--- src/hw/rtl/nps_pkg.sv ---
`timescale 1ns / 1ps
// ----------------------------------------------------------------------------
// Nearest polyline search package
// Shared types, codes and constants of the nearest polyline search unit.
// ----------------------------------------------------------------------------
package nps_pkg;

    localparam int MAX_POINTS_DEF  = 1024;
    localparam int COORD_BITS_DEF  = 24;
    localparam int TAG_BITS        = 16;
    localparam int RANK_BITS       = 10;
    localparam int LIM_BITS        = 16;
    localparam int DIST_BITS       = 32;
    localparam int QUO_BITS        = 16;
    localparam int CFG_DATA_BITS   = 16;
    localparam int CFG_INDEX_BITS  = 1;
    localparam logic [RANK_BITS-1:0] RANK_MAX = 10'd1023;
    localparam logic [LIM_BITS-1:0] LATERAL_LIMIT_RST = 16'd512;
    localparam logic [LIM_BITS-1:0] VERTEX_RADIUS_RST = 16'd768;

    localparam logic [CFG_INDEX_BITS-1:0] CFG_LATERAL_LIMIT = 1'b0;
    localparam logic [CFG_INDEX_BITS-1:0] CFG_VERTEX_RADIUS = 1'b1;

    typedef enum logic [1:0] {
        OP_CLEAR  = 2'd0,
        OP_APPEND = 2'd1,
        OP_QUERY  = 2'd2,
        OP_NOP    = 2'd3
    } t_op;

    typedef enum logic [1:0] {
        ST_OK   = 2'd0,
        ST_FULL = 2'd1,
        ST_NONE = 2'd2
    } t_status;

    typedef struct packed {
        logic [1:0]           operation;
        logic [15:0]          boundary_tag;
        logic                 starts_boundary;
        logic signed [23:0]   coord_x;
        logic signed [23:0]   coord_y;
    } t_in;

    typedef struct packed {
        logic [1:0]           status;
        logic [15:0]          found_tag;
        logic [15:0]          lateral_distance;
        logic                 vertex_found;
        logic [9:0]           vertex_position;
        logic [31:0]          vertex_dist_sq;
    } t_out;

    typedef enum logic [4:0] {
        S_IDLE, S_DISPATCH,
        S_SEG_RD, S_SEG_LD, S_SEG_MUL, S_SEG_SUM, S_SEG_TEST,
        S_SQRT, S_SCALE, S_CHECK, S_DIV, S_SEG_UPD,
        S_VTX_RD, S_VTX_LD, S_VTX_MUL, S_VTX_SUM, S_VTX_UPD,
        S_RESP
    } t_state;

    typedef struct packed {
        logic load;
        logic q_init;
        logic rd;
        logic idx_inc;
        logic idx_clear;
        logic seg_load;
        logic seg_mul;
        logic seg_sum;
        logic sqrt_init;
        logic sqrt_step;
        logic scale;
        logic div_init;
        logic div_step;
        logic seg_update;
        logic vtx_load;
        logic vtx_mul;
        logic vtx_sum;
        logic vtx_update;
        logic out_load;
    } t_cmd;

    typedef struct packed {
        t_op  op;
        logic idx_end;
        logic seg_here;
        logic seg_pass;
        logic iter_last;
        logic in_limit;
        logic seg_ok;
        logic tag_match;
        logic out_busy;
    } t_stat;

endpackage

--- src/hw/rtl/nps_ctrl.sv ---
`timescale 1ns / 1ps
// ----------------------------------------------------------------------------
// Nearest polyline search controller
// Sequences store updates, the segment walk and the vertex walk.
// ----------------------------------------------------------------------------
module nps_ctrl (
    input  logic           i_clk,
    input  logic           i_rst_n,
    input  logic           i_valid,
    output logic           o_ready,
    input  nps_pkg::t_stat i_stat,
    output nps_pkg::t_cmd  o_cmd
);

    nps_pkg::t_state r_state;
    nps_pkg::t_state n_state;

    always_ff @(posedge i_clk) begin
        if (!i_rst_n) begin
            r_state <= nps_pkg::S_IDLE;
        end else begin
            r_state <= n_state;
        end
    end

    always_comb begin
        n_state = r_state;
        o_cmd   = '0;
        o_ready = 1'b0;
        unique case (r_state)
            nps_pkg::S_IDLE: begin
                o_ready = 1'b1;
                if (i_valid) begin
                    o_cmd.load = 1'b1;
                    n_state    = nps_pkg::S_DISPATCH;
                end
            end
            nps_pkg::S_DISPATCH: begin
                if (i_stat.op == nps_pkg::OP_QUERY) begin
                    o_cmd.q_init = 1'b1;
                    n_state      = nps_pkg::S_SEG_RD;
                end else begin
                    n_state = nps_pkg::S_RESP;
                end
            end
            nps_pkg::S_SEG_RD: begin
                if (i_stat.idx_end) begin
                    if (i_stat.seg_ok) begin
                        o_cmd.idx_clear = 1'b1;
                        n_state         = nps_pkg::S_VTX_RD;
                    end else begin
                        n_state = nps_pkg::S_RESP;
                    end
                end else begin
                    o_cmd.rd = 1'b1;
                    n_state  = nps_pkg::S_SEG_LD;
                end
            end
            nps_pkg::S_SEG_LD: begin
                o_cmd.seg_load = 1'b1;
                o_cmd.idx_inc  = 1'b1;
                n_state = i_stat.seg_here ? nps_pkg::S_SEG_MUL : nps_pkg::S_SEG_RD;
            end
            nps_pkg::S_SEG_MUL: begin
                o_cmd.seg_mul = 1'b1;
                n_state       = nps_pkg::S_SEG_SUM;
            end
            nps_pkg::S_SEG_SUM: begin
                o_cmd.seg_sum = 1'b1;
                n_state       = nps_pkg::S_SEG_TEST;
            end
            nps_pkg::S_SEG_TEST: begin
                if (i_stat.seg_pass) begin
                    o_cmd.sqrt_init = 1'b1;
                    n_state         = nps_pkg::S_SQRT;
                end else begin
                    n_state = nps_pkg::S_SEG_RD;
                end
            end
            nps_pkg::S_SQRT: begin
                o_cmd.sqrt_step = 1'b1;
                if (i_stat.iter_last) begin
                    n_state = nps_pkg::S_SCALE;
                end
            end
            nps_pkg::S_SCALE: begin
                o_cmd.scale = 1'b1;
                n_state     = nps_pkg::S_CHECK;
            end
            nps_pkg::S_CHECK: begin
                if (i_stat.in_limit) begin
                    o_cmd.div_init = 1'b1;
                    n_state        = nps_pkg::S_DIV;
                end else begin
                    n_state = nps_pkg::S_SEG_RD;
                end
            end
            nps_pkg::S_DIV: begin
                o_cmd.div_step = 1'b1;
                if (i_stat.iter_last) begin
                    n_state = nps_pkg::S_SEG_UPD;
                end
            end
            nps_pkg::S_SEG_UPD: begin
                o_cmd.seg_update = 1'b1;
                n_state          = nps_pkg::S_SEG_RD;
            end
            nps_pkg::S_VTX_RD: begin
                if (i_stat.idx_end) begin
                    n_state = nps_pkg::S_RESP;
                end else begin
                    o_cmd.rd = 1'b1;
                    n_state  = nps_pkg::S_VTX_LD;
                end
            end
            nps_pkg::S_VTX_LD: begin
                o_cmd.idx_inc = 1'b1;
                if (i_stat.tag_match) begin
                    o_cmd.vtx_load = 1'b1;
                    n_state        = nps_pkg::S_VTX_MUL;
                end else begin
                    n_state = nps_pkg::S_VTX_RD;
                end
            end
            nps_pkg::S_VTX_MUL: begin
                o_cmd.vtx_mul = 1'b1;
                n_state       = nps_pkg::S_VTX_SUM;
            end
            nps_pkg::S_VTX_SUM: begin
                o_cmd.vtx_sum = 1'b1;
                n_state       = nps_pkg::S_VTX_UPD;
            end
            nps_pkg::S_VTX_UPD: begin
                o_cmd.vtx_update = 1'b1;
                n_state          = nps_pkg::S_VTX_RD;
            end
            nps_pkg::S_RESP: begin
                if (!i_stat.out_busy) begin
                    o_cmd.out_load = 1'b1;
                    n_state        = nps_pkg::S_IDLE;
                end
            end
            default: begin
                n_state = nps_pkg::S_IDLE;
            end
        endcase
    end

endmodule

--- config.mk ---
export PLATFORM = sky130hd
export DESIGN_NAME = nps_ctrl
export DESIGN_NICKNAME = d
export VERILOG_FILES = /design/src/hw/rtl/nps_pkg.sv /design/src/hw/rtl/nps_ctrl.sv
export SDC_FILE = /design/constraint.sdc
export NUM_CORES = 1
export LEC_CHECK = 0
export ABC_CLOCK_PERIOD_IN_PS = 4200
export BUFFER_PORTS_ARGS = -buffer_cell sky130_fd_sc_hd__buf_2
export CAP_MARGIN = 25
export CORE_MARGIN = 3
export CORE_UTILIZATION = 48
export CTS_CLUSTER_DIAMETER = 40
export DETAILED_ROUTE_END_ITERATION = 10
export GPL_TIMING_DRIVEN = 0
export PLACE_DENSITY = 0.84
export SYNTH_ARGS = -nofsm -noshare
export SYNTH_HDL_FRONTEND = slang
export SYNTH_SLANG_ARGS = --single-unit
--- constraint.sdc ---
create_clock -name i_clk -period 4.2 [get_ports i_clk]
set_input_delay 0.21 -clock i_clk [delete_from_list [all_inputs] [get_ports i_clk]]
set_output_delay 0.21 -clock i_clk [all_outputs]
set_load 0.01 [all_outputs]
# Word level (Yosys, flattened, before mapping)
# Index checks and enable logic that the tools add are counted.
# W data, S select, Z words.
# op_classes
n_reduce_logical	4
n_eq_ne	22
n_mux	42
# ops
cell	n
$pmux W5 S18	1
$eq A5 B4 Y1 const B	8
$mux W5	8
$mux W1	29
$eq A5 B3 Y1 const B	4
$eq A5 B2 Y1 const B	2
$eq A5 B5 Y1 const B	2
$ne A2 B2 Y1 const B	4
$mux W3	2
$eq A5 B1 Y1 const B	1
$logic_not A5 Y1	1
$mux W4	1
$reduce_and A4 Y1	1
$reduce_or A2 Y1	2
$eq A2 B2 Y1 const B	1
$mux W2	1
# word_totals
regBits	5
in_bits	13
word_cells	69
output_inout_bits	20

# Depth between registers and ports, before layout
# Gate-level depths: netlist of the first run.
# depth
word_depth	3
ltp_mapped	6
ltp_nobuf	5

# Worst setup path after synthesis of the first run
# OpenSTA, ideal clock, no wires.
# synth_timing
kind	flip-flop to flip-flop
from	register r_state[3]
to	register r_state[0]
t_arrival_ps	1285
slack_ps	2800
setup_time_ps	114
path_stages_with_launch	6
required_time_ps	4086
synth_period_minus_slack_ps	1400
n_path_buf	1
path_cell_list	dfxtp_1 > buf_6 > or3_4 > o311a_4 > mux2i_1 > nor2_1
# synth_via
elab_chain_len	3
word_cells_on_any_way	24
classes_between	21 x eq/ne; 1 x mux; 2 x reduce/logical
# synth_rtl
element	line	text
start: declaration	nps_ctrl.sv:15	nps_pkg::t_state r_state;
start signal: assignment	nps_ctrl.sv:20	r_state <= nps_pkg::S_IDLE;
start signal: assignment	nps_ctrl.sv:22	r_state <= n_state;
$eq A5 B3 Y1 (tied with other cells)	nps_ctrl.sv:30	unique case (r_state)
$ne A2 B2 Y1 (no source line)	-	
$reduce_and A4 Y1 (no source line)	-	
# Several ways; a longest one is shown, not always the timed one.
# A chain may end at the register's enable or synchronous reset.

==> flow_summary_export.csv, run 1 <==
group,metric,value,unit
place,io_buffer_count,32,
finish,top_register,"r_state",
grt,grt_pass1_vias,769,
yosys,synth_largest_area_cell,"dfxtp_1",
grt,globalRouteTotalUtil,0.219,
sta,rsz0062_at_grt,"false",
finish,diodes,0,
critical_path,cp_max_fo,10,
power,p_comb_frac,0.716,
routing,wl_met3,198,µm
critical_path,crit_arrival,1.54,ns
sta,min_period,1.75,ns
yosys,ys_ff_latch,5,
sta,fin_crit_sh,0.417,
grt,antenna_found_initial,0,
floorplanning,die_area,1850,µm²
yosys,synth_cells,100,
routing,highest_layer,"met4",
sta,fin_skew,0.00423,ns
sta,setup_viol,0,
finish,stdcell_area,861,µm²
critical_path,required,3.99,ns
power,switching_share,0.495,
sta,tightest_slew,0.421,ns
cts,path_clk_slew,0.04,ns
job,drv_cap,0,
sta,max_freq,571,MHz
finish,areaGrowthSynthToFinish,31.0,%
yosys,yosysSeqAreaShare,0.152,
sta,hold_viol,0,
floorplanning,die_w,43.0,µm
yosys,synth_area,657,µm²
routing,drt_iter0_drc,28,
power,p_sw,0.228,mW
finish,reg_top3,"r_state x5",
routing,wl_met1,849,µm
yosys,avgSynthCellArea,6.57,µm²
routing,post_drt_wl_per_cell,13.7,µm
sta,slew_violations,0,
cts,cts_tree,"built",
routing,antenna_left,0,
yosys,yosysWarningCount,0,
sta,setup_tns,0,ns
routing,route.detailed.drc,0,
floorplanning,boundaryPins,33,
finish,finalNetCount,150,
sta,setup_ws,2.45,ns
critical_path,crit_path_start_kind,"flip-flop",
place,dp_hpwl,1.63,mm
floorplanning,row_count,12,
floorplanning,die_h,43.0,µm
cts,clk_latency,0.24,ns
critical_path,crit_type,"flip-flop to output pin",
cts,postCtsHoldBufs,0,
cts,cts_num_sinks,5,
grt,grt_overflow,0,
routing,drt_pass1_iterations,4,
finish,largest_reg_flops,5,
sta,worst_slew_margin_rel,0.717,
finish,multi_input_area,492,µm²
place,place.gp.congestion,0.901,
power,power_leakage,0.425,nW
floorplanning,initial_core_util,0.554,
finish,fillers,106,
routing,viasPerCell,5.90,
cts,cts_resized,0,
cts,cts_buffers,3,
power,ir_worst_vdd,0.385,mV
routing,vias,885,
critical_path,worstSetupEndpointType,"output pin",
yosys,yosys.area.top_type_share,0.152,
power,p_int,0.232,mW
sta,timing.hold.ws,0.234,ns
power,pwr-share-seq,0.165,
cts,post_cts_buffers,0,
grt,grt_max_degree,11,
grt,grt_pass1_wl,3.22,mm
finish,register_area,100,µm²
cts,cts_root_buf,"clkbuf_4",
status,status,"finished clean",
power,p_per_area,535,nW/µm²
routing,wirelength,2.06,mm
hold_path,hold_path_class,"input port to flip-flop",
yosys,yosysUniqueCellTypes,37,
floorplanning,core_area,1190,µm²
yosys,syn-num-nets,113,
place,place_ws,2.66,ns
finish,drive_gt1_frac,0.331,
cts,clockBufferDepth,2,
place,dpl_cell_area,835,µm²
power,clock_power_share,0.119,
routing,dr_wl_met2,978,µm
yosys,synthTopCellsByArea,"dfxtp_1, nor2_1, nor3_1, nand2b_1, nand2_1",
cts,cts_max_level,1,
power,total_power,0.460,mW
power by group through the flow:
stage,Combinational [mW],Clock [mW],Sequential [mW]
after detailed placement,0.325,0,0.0764
after CTS,0.326,0.0565,0.0756
after floorplan,0.241,0,0.0723
final,0.329,0.0549,0.0761
after global placement,0.320,0,0.0753
after global routing,0.357,0.0585,0.0778
layer usage:
| layer | up-vias | track usage |
|---|---|---|
| met5 | - | 0 |
| met4 | 0 | 0.0843 |
| met3 | 6 | 0.0169 |
| met2 | 61 | 0.377 |
| met1 | 378 | 0.279 |
| li1 | 440 | - |
kinds of logic after synthesis:
logic type	synth area share
multiplexers	0.0152
flip-flops	0.152
AO/OA/AOI/OAI	0.246
AND/OR/NAND/NOR	0.488
buffers and inverters	0.0990
cells in the final DEF, fill, tap and decap left out, types with 2 or more instances in the layout:
cell / n
a21oi_1: 5
and3_1: 3
buf_2: 36
buf_6: 2
clkbuf_1: 3
clkbuf_4: 3
dfxtp_1: 5
inv_1: 4
nand2_1: 8
nand2b_1: 7
nor2_1: 16
nor3_1: 10
nor3b_1: 2
nor4_1: 2
o21a_1: 2
o21ai_0: 3
o22ai_1: 2
o31ai_1: 2
o32ai_1: 2
metrics by stage:
step	utilization	std cells
5_1_grt	0.726	150
3_3_place_gp	0.704	146
2_1_floorplan	-	100
4_1_cts	0.726	150
6_report	0.726	150
3_5_place_dp	0.704	146
cell type report:
type,count,share of cell area
multi-input cells,83,0.571
repair buffers,32,0.186
flip-flops and latches,5,0.116
plain buffers,8,0.0581
clock buffers,4,0.0305
well taps,14,0.0203
inverters,4,0.0174
cells in the mapped netlist (all sizes together):
cell / number
clkbuf: 2
inv: 4
and3: 3
o22ai: 2
or4: 1
o31a: 1
nor3: 10
and4: 1
nand2: 8
nor3b: 2
a211oi: 1
dfxtp: 5
nor4: 2
a31oi: 1
nor2: 16
o211ai: 1
o21a: 2
mux2i: 1
nand3b: 1
and2: 1
and3b: 1
nand4: 1
o32ai: 2
buf: 6
or3: 2
nand2b: 7
a21oi: 5
o21ai: 4
and4b: 1
or2: 1
o311a: 1
o31ai: 2
nand3: 1
nor2b: 1
worst max-delay path, stage by stage, from the launching register on:
cell     delay (ns)
dfxtp_1        0.33
buf_6          0.14
nor3_1         0.39
nand2_1        0.13
nor3b_1        0.17
buf_2          0.15
path summary, 6_finish.rpt:
kind | startpoint | endpoint | slack (ns) | cells after the start
worst max-delay path | r_state[2] | o_cmd[0] | 2.45 | 5
worst min-delay path | i_rst_n | r_state[2] | 0.23 | 2
worst max register to register | r_state[0] | r_state[2] | 2.63 | 5
worst min register to register | r_state[3] | r_state[2] | 0.75 | 3
(Power assumes the default switching activity.)
==> run 2: changes to the inputs <==
Settings changed: ABC_CLOCK_PERIOD_IN_PS 4200 to 1600, CORE_UTILIZATION 48 to 40, PLACE_DENSITY 0.84 to 0.74.
Clock period 4.2 ns to 1.6 ns, I/O delays scaled along.
==> flow_summary_export.csv, run 2 (same netlist as run 1, synthesis figures left out) <==
group,metric,value,unit
status,status,"finished clean",
critical_path,slowest_delay,0.40,ns
sta,fin_crit_sh,0.945,
floorplanning,die_h,46.5,µm
cts,cts_num_sinks,5,
power,total_power,1.25,mW
floorplanning,initial_core_util,0.431,
sta,hold_viol,0,
place,place.gp.congestion,0.841,
cts,clockBufferDepth,2,
routing,antenna_left,0,
sta,max_freq,661,MHz
finish,diodes,0,
finish,largest_reg_flops,5,
place,io_buffer_count,32,
place,dp_hpwl,1.59,mm
floorplanning,boundaryPins,33,
cts,cts_max_level,1,
hold_path,min_to,"r_state[2]",
place,place_ws,0.0287,ns
finish,layout_common_cells,"buf_2, nor2_1, nor3_1",
power,p_per_area,1410,nW/µm²
grt,grt_overflow,0,
critical_path,crit_path_start_kind,"flip-flop",
grt,grt_pass1_wl,3.27,mm
grt,grt_pass1_vias,787,
finish,fillers,157,
critical_path,path_buf_inv,1,
sta,fin_skew,0.00216,ns
critical_path,required,1.72,ns
finish,drive_gt1_frac,0.370,
grt,globalRouteTotalUtil,0.205,
routing,vias,873,
finish,finalNetCount,149,
hold_path,min-delay-start,"i_rst_n",
sta,worst_slew_margin_rel,0.761,
routing,drt_iter0_drc,22,
sta,tightest_slew,0.356,ns
grt,antenna_found_initial,0,
cts,clk_latency,0.24,ns
finish,final_common_cell,"buf_2",
hold_path,whs_path_depth,2,
sta,min_period,1.51,ns
critical_path,timing.rr.start,"r_state[3]",
critical_path,crit_family,"simple AND/OR/NAND/NOR gates",
critical_path,rrSetupSlack,0.09,ns
floorplanning,die_area,2160,µm²
critical_path,slowest_stage,"or3_4",
routing,viasPerCell,5.78,
finish,top_register,"r_state",
power,ir_worst_vdd,0.770,mV
routing,route.detailed.drc,0,
cts,cts_tree,"built",
critical_path,r2r_end,"r_state[1]",
finish,reg_top3,"r_state x5",
job,drv_cap,0,
routing,drt_pass1_iterations,4,
critical_path,path_cells,"buf_6, or3_4, o311a_4, nand3_1, o22ai_1",
cts,cts_buffers,3,
critical_path,rr_worst_depth,5,
power,power_leakage,0.433,nW
sta,slew_violations,0,
grt,grt_max_degree,11,
sta,setup_ws,0.0880,ns
floorplanning,core_area,1520,µm²
critical_path,crit_arrival,1.63,ns
hold_path,hold_path_class,"input port to flip-flop",
routing,wirelength,2.11,mm
cts,path_clk_slew,0.04,ns
cts,cts_root_buf,"clkbuf_4",
critical_path,crit_type,"flip-flop to flip-flop",
critical_path,worstSetupEndpointType,"flip-flop",
routing,post_drt_wl_per_cell,14.0,µm
sta,setup_tns,0,ns
floorplanning,die_w,46.5,µm
sta,rsz0062_at_grt,"true",
finish,areaGrowthSynthToFinish,34.5,%
sta,setup_viol,0,
floorplanning,row_count,14,
critical_path,cp_max_fo,10,
-- run 2: cell count changes in the layout (fill, tap and decap cells not counted) --
cell,previous run,this run
buf_4,0,1
nor3_1,10,9
nand2_1,8,7
clkbuf_2,0,1
nand2_2,0,1
nor2_2,0,1
clkbuf_4,3,4
nor3_4,0,1
dfxtp_1,5,4
clkbuf_1,3,1
nor2_1,16,15
dfxtp_2,0,1
buf_2,36,34
-- run 2: cell type report --
cell class / count / area, µm² / share of cell area
buffer: 7 / 52.6 / 0.0595
clock buffer: 4 / 26.3 / 0.0297
inverter: 4 / 15.0 / 0.0170
multi-input combinational: 83 / 508 / 0.575
sequential: 5 / 101 / 0.115
tap: 16 / 20.0 / 0.0227
timing repair buffer: 32 / 160 / 0.181
-- run 2: through the flow --
stage          utilization  hold WS (ns)  cell area, µm²  cells
5_1_grt              0.580         0.113             883    151
4_1_cts              0.571        0.0998             871    152
2_1_floorplan            -         0.198             657    100
3_3_place_gp         0.549         0.354             837    148
6_report             0.580         0.103             883    151
3_5_place_dp         0.549         0.350             837    148
-- run 2: worst register-to-register path, stage by stage (launching register included) --
cell and delay, ns:
dfxtp_1 0.32, buf_6 0.14, or3_4 0.40, o311a_4 0.33, nand3_1 0.11, o22ai_1 0.10
-- run 2: what timing repair did --
item,CTS,global route
hold buffers,0,0
resized for setup,2,7
endpoints found under the setup margin,3,7
setup buffers,0,0
cloned,0,0
-- run 2: worst max-delay path by stage --
| stage | slack, ns | start | end | depth (start not counted) |
|---|---|---|---|---|
| after detailed placement | 0.03 | r_state[2] | r_state[1] | 6 |
| after floorplan | 0.20 | r_state[3] | r_state[0] | 5 |
| final | 0.09 | r_state[3] | r_state[1] | 5 |
| after global routing | -0.008 | r_state[1] | o_cmd[16] | 6 |
| after global placement | 0.05 | r_state[2] | r_state[1] | 6 |
| after CTS | 0.009 | r_state[0] | o_cmd[0] | 4 |
-- run 2: power breakdown --
part	internal, mW	switching [mW]	leakage, nW
clock network	0.0941	0.0489	0.0150
logic	0.370	0.530	0.377
registers	0.165	0.0383	0.0414
total	0.629	0.617	0.433
-- run 2: routing by layer --
metal / wire length, µm / global-route usage
met1: 876 / 0.241
met2: 1020 / 0.343
met3: 200 / 0.0391
met4: 16 / 0.108
met5: 0 / 0
